### config.mk
export PLATFORM = sky130hd
export DESIGN_NAME = smm_ram
export DESIGN_NICKNAME = d
export VERILOG_FILES = /design/src/hdl/smm_ram.sv
export SDC_FILE = /design/constraint.sdc
export NUM_CORES = 1
export LEC_CHECK = 0
export BUFFER_PORTS_ARGS = -buffer_cell sky130_fd_sc_hd__buf_2
export CAP_MARGIN = 20
export CORE_MARGIN = 10
export CORE_UTILIZATION = 30
export DETAILED_ROUTE_END_ITERATION = 6
export SYNTH_ARGS = -nofsm -noshare
export SYNTH_HDL_FRONTEND = slang
export SYNTH_SLANG_ARGS = --single-unit
export TNS_END_PERCENT = 1
### constraint.sdc
create_clock -name clk -period 3.28 [get_ports clk]
set_clock_uncertainty 0.2 [all_clocks]
set_input_delay 0 -clock clk [delete_from_list [all_inputs] [get_ports clk]]
set_output_delay 0 -clock clk [all_outputs]
set_load 0.005 [all_outputs]
### src/hdl/smm_ram.sv
module smm_ram #(
  parameter int WIDTH = 32,
  parameter int DEPTH = 16,
  localparam int AW = (DEPTH > 1) ? $clog2(DEPTH) : 1
) (
  input  logic             clk,
  input  logic             wr_en,
  input  logic [AW-1:0]    wr_addr,
  input  logic [WIDTH-1:0] wr_data,
  input  logic             rd_en,
  input  logic [AW-1:0]    rd_addr,
  output logic [WIDTH-1:0] rd_data
);

  logic [WIDTH-1:0] mem [DEPTH];

  always_ff @(posedge clk) begin
    if (wr_en) begin
      mem[wr_addr] <= wr_data;
    end
    if (rd_en) begin
      rd_data <= mem[rd_addr];
    end
  end

endmodule

; After elaboration in Yosys (flattened, before gate mapping)
; Memory sizes are Yosys's and may differ from the RTL's. A register that Yosys moved wholly into a read port is not among the register bits.
; Index checks and enable logic that the tools add are counted.
[totals]
ff_bits = 0
mem_bits_rw = 512
in_bits = 43
output_inout_bits = 32
wordCells = 3
mem_count = 1
[mem_list]
columns = name, words, word_bits, rd, rd_ports_with_merged_regs, write_ports, line_no
row1 = mem, 16, 32, 1, 1, 1, 15  ; logic [WIDTH-1:0] mem [DEPTH];
[op_classes]
mux = 2
[ops]
columns = cell, count
row1 = 1-bit 2-to-1 mux, 2

; Depth between registers and ports, before layout
[logic_depth]
depth_word = 2
mapped_depth = 5

; Worst setup path before layout
; Ideal clock, no wire load.
[synth_path]
path_type = input to register
from = input wr_addr[2]
to = memory mem[0][0] (enable)
setup_time_ns = 0.461
t_arrival_ns = 2.718
required_time_ns = 2.619
slack_ns = -0.100
stages = 2
n_path_buf = 0
path_cell_list = or3b_2 -> nor3_1
[synth_lines]
columns = item, line_no
row1 = start: declaration, 8  ; input logic [AW-1:0] wr_addr,
row2 = end: declaration, 15
; Straight into the memory's write port.

==> results by group <==
Run status
  – Status: completed

Timing
  – Max Fclk: 0.547 GHz
  – Final WS setup: 1.45 ns
  – Fin Setup TNS: 0 ns
  – Final Cycle Share: 55.8%
  – Relative slew slack: 37.6%
  – Setup Viol. Count Final: 0
  – RSZ-0062 raised after global routing: false
  – Final Hold Viols: 0
  – Worst slew pin tran: 0.937 ns
  – Period minus WS final: 1.83 ns
  – Slew Viols, Final: 0

Floorplanning
  – Initial core utilization: 30.1%
  – Die ar.: 78000 sq um
  – Std cell rows: 95
  – DIE HEIGHT: 279 um
  – DIE WIDTH: 279 um
  – IO Count: 75
  – Core area: 66900 sq um

CTS
  – Root Buffer Master: clkbuf_16
  – Num CTS Buffers: 51
  – Worst skew pair latency: 0.56 ns
  – Clk pin slew, worst setup/hold paths: 0.06 ns
  – CTS tree: done
  – CTS Sinks: 544
  – H-tree levels: 2
  – Clk buf depth: 3

Critical path
  – Reg-to-reg slack, setup: 1.60 ns
  – Worst EP required: 3.50 ns
  – CP Max Fanout: 21
  – Kind of critical path: input port to flop
  – Reg-to-reg critical path endpoint: rd_data[2]
  – Worst reg2reg startpoint: mem[3][2]
  – Worst reg2reg path depth: 3
  – CP Capture Type: flop
  – Setup crit start kind: input port
  – Crit path DAT: 2.05 ns

Synth
  – Xor/xnor cell area share of the yosys netlist: 0%
  – Yosys warns: 0
  – Synth cell types: 17
  – Synth Area in Compound Gates: 2.38%
  – Area of the mapped netlist: 20200 sq um
  – Mapped Cells: 838
  – Post-synthesis adder-cell area fraction: 0%
  – Largest family of logic cells by synthesized area: multiplexers
  – Syn_area_per_cell: 24.1 sq um
  – Mux contribution to synthesized area: 14.3%
  – #FFs+latches synth: 544
  – Sequential fraction of the synthesis area: 81.0%
  – Syn nets: 881
  – Simple-Gate Fraction of Synth Area: 1.25%

Finish
  – Final nets: 1032
  – Share of layout cells above drive strength 1: 31.8%
  – Final core utilization: 35.9%
  – Design Area, Final: 24000 sq um
  – Fill cells: 6082
  – Layout area overhead: 19.0%

Pwr
  – Maximum VDD drop: 356 uV
  – Pwr/cell area: 608 nW/um^2
  – Leak pwr: 7.55 nW

Global routing
  – Overflow left after global routing: 0
  – Initial antenna violation count: 5
  – First-pass GRT wire length: 66.8 mm
  – Total track usage: 11.5%
  – Largest net degree at the start of global routing: 48
  – Vias in the first global route: 9782

Route
  – DRT iter0 DRCs: 902
  – Detail Route Antenna Nets: 0
  – Routed WL: 45.1 mm
  – Vias per inst: 4.85
  – DRC errors left: 0
  – Total number of vias: 9232
  – Drt wl/cell: 23.7 um
  – DR pass1 iterations: 5

Placement
  – Placed Area: 21900 sq um
  – HPWL after detailed placement: 24.5 mm
  – Port Buffer Count: 74
  – RePlAce Congestion: 0.695
  – Place WS: 1.08 ns

Hold path
  – Hold_sp: wr_addr[2]
  – Hold Crit Endpoint: mem[13][16]
  – Tightest Hold Check Type: input port to flop
  – WHS Path Cells: 3

Run
  – MaxCap Viol Count: 0
registers in the layout, indices dropped and copies added (netlist names):
signal,flops
rd_data,32
mem,512
through the flow:
stage | hold WS, ns | power (mW) | cells
CTS | 0.0185 | 14.8 | 1901
finish | 0.0312 | 14.6 | 1902
global placement | 0.169 | 8.71 | 1774
floorplan | -0.101 | 8.39 | 838
detailed placement | 0.183 | 8.73 | 1774
global route | 0.0497 | 15.1 | 1901
routing by layer:
| metal | routed length [um] | GRT usage, % | vias to the layer above |
|---|---|---|---|
| met5 | 46 | 0 | - |
| li1 | - | - | 3907 |
| met4 | 729 | 2.68 | 8 |
| met1 | 20200 | 16.0 | 5012 |
| met3 | 2490 | 2.26 | 62 |
| met2 | 21500 | 18.3 | 243 |
critical path: stages:
cell	delay [ns]
dlygate4sd3_1	0.55
buf_2	0.18
nor2b_4	0.78
buf_4	0.30
a22oi_1	0.09
nand2_1	0.14
timing repair:
item                      4_1_cts  5_1_grt
hold endpoints to repair      530        0
setup buffers                   0        0
gates resized for setup         0        0
hold buffers                   35        0
worst max-delay path by stage:
stage	end	cells after the start	startpoint
6_report	rd_data[27]	6	rd_addr[2]
4_1_cts	rd_data[21]	6	rd_addr[2]
5_1_grt	rd_data[27]	6	rd_addr[2]
3_5_place_dp	rd_data[27]	5	rd_addr[0]
2_1_floorplan	mem[8][0]	2	wr_addr[2]
3_3_place_gp	rd_data[27]	5	rd_addr[0]
where the power goes:
| part | internal, mW | switching, mW |
|---|---|---|
| combinational | 0.307 | 0.411 |
| clock | 3.56 | 2.43 |
| sequential | 7.83 | 0.0473 |
| total | 11.7 | 2.89 |
layout by cell type, fill, tap and decap left out, types with 2 or more instances in the layout:
cell type / n
clkinv_2: 6
nor2b_4: 2
edfxtp_1: 544
buf_4: 22
bufinv_16: 8
nand3b_1: 2
a22oi_1: 64
dlygate4sd3_1: 35
mux4_2: 128
clkinv_4: 2
buf_12: 11
nand2b_1: 2
nor2_4: 13
clkbuf_1: 7
buf_2: 72
nand2_1: 33
clkinvlp_4: 3
nor3_2: 3
clkbuf_16: 53
clkinv_1: 13
Yosys cell counts:
cell type	count	area, sq um
edfxtp_1	544	16300
mux4_2	128	2880
a22oi_1	64	480
nand2_1	33	124
clkbuf_1	17	63.8
nor2_1	13	48.8
buf_4	11	82.6
buf_1	9	33.8
buf_2	4	20.0
nor3_1	4	20.0
buf_6	2	22.5
nand2b_1	2	12.5
nand3b_1	2	15.0
nor2b_1	2	12.5
and2_1	1	6.26
nand3_1	1	5.00
or3b_2	1	8.76
logic make-up (layout without fill, tap and decap cells):
group                  after synthesis  count (layout)
AO/OA/AOI/OAI                       64              64
other                                0               1
AND/OR/NAND/NOR                     59              59
flip-flops                         544             544
buffers and inverters               43             233
multiplexers                       128             128
layout make-up:
| cell class | instances | area, sq um | share of cell area, % |
|---|---|---|---|
| well taps | 873 | 1090 | 4.55 |
| multi-input cells | 251 | 3760 | 15.6 |
| flip-flops and latches | 544 | 16300 | 68.0 |
| clock inverters | 32 | 359 | 1.50 |
| repair buffers | 141 | 1110 | 4.62 |
| diodes | 1 | 2.50 | 0.0104 |
| clock buffers | 60 | 1350 | 5.63 |
No activity file was read; power rests on OpenSTA's default activity.
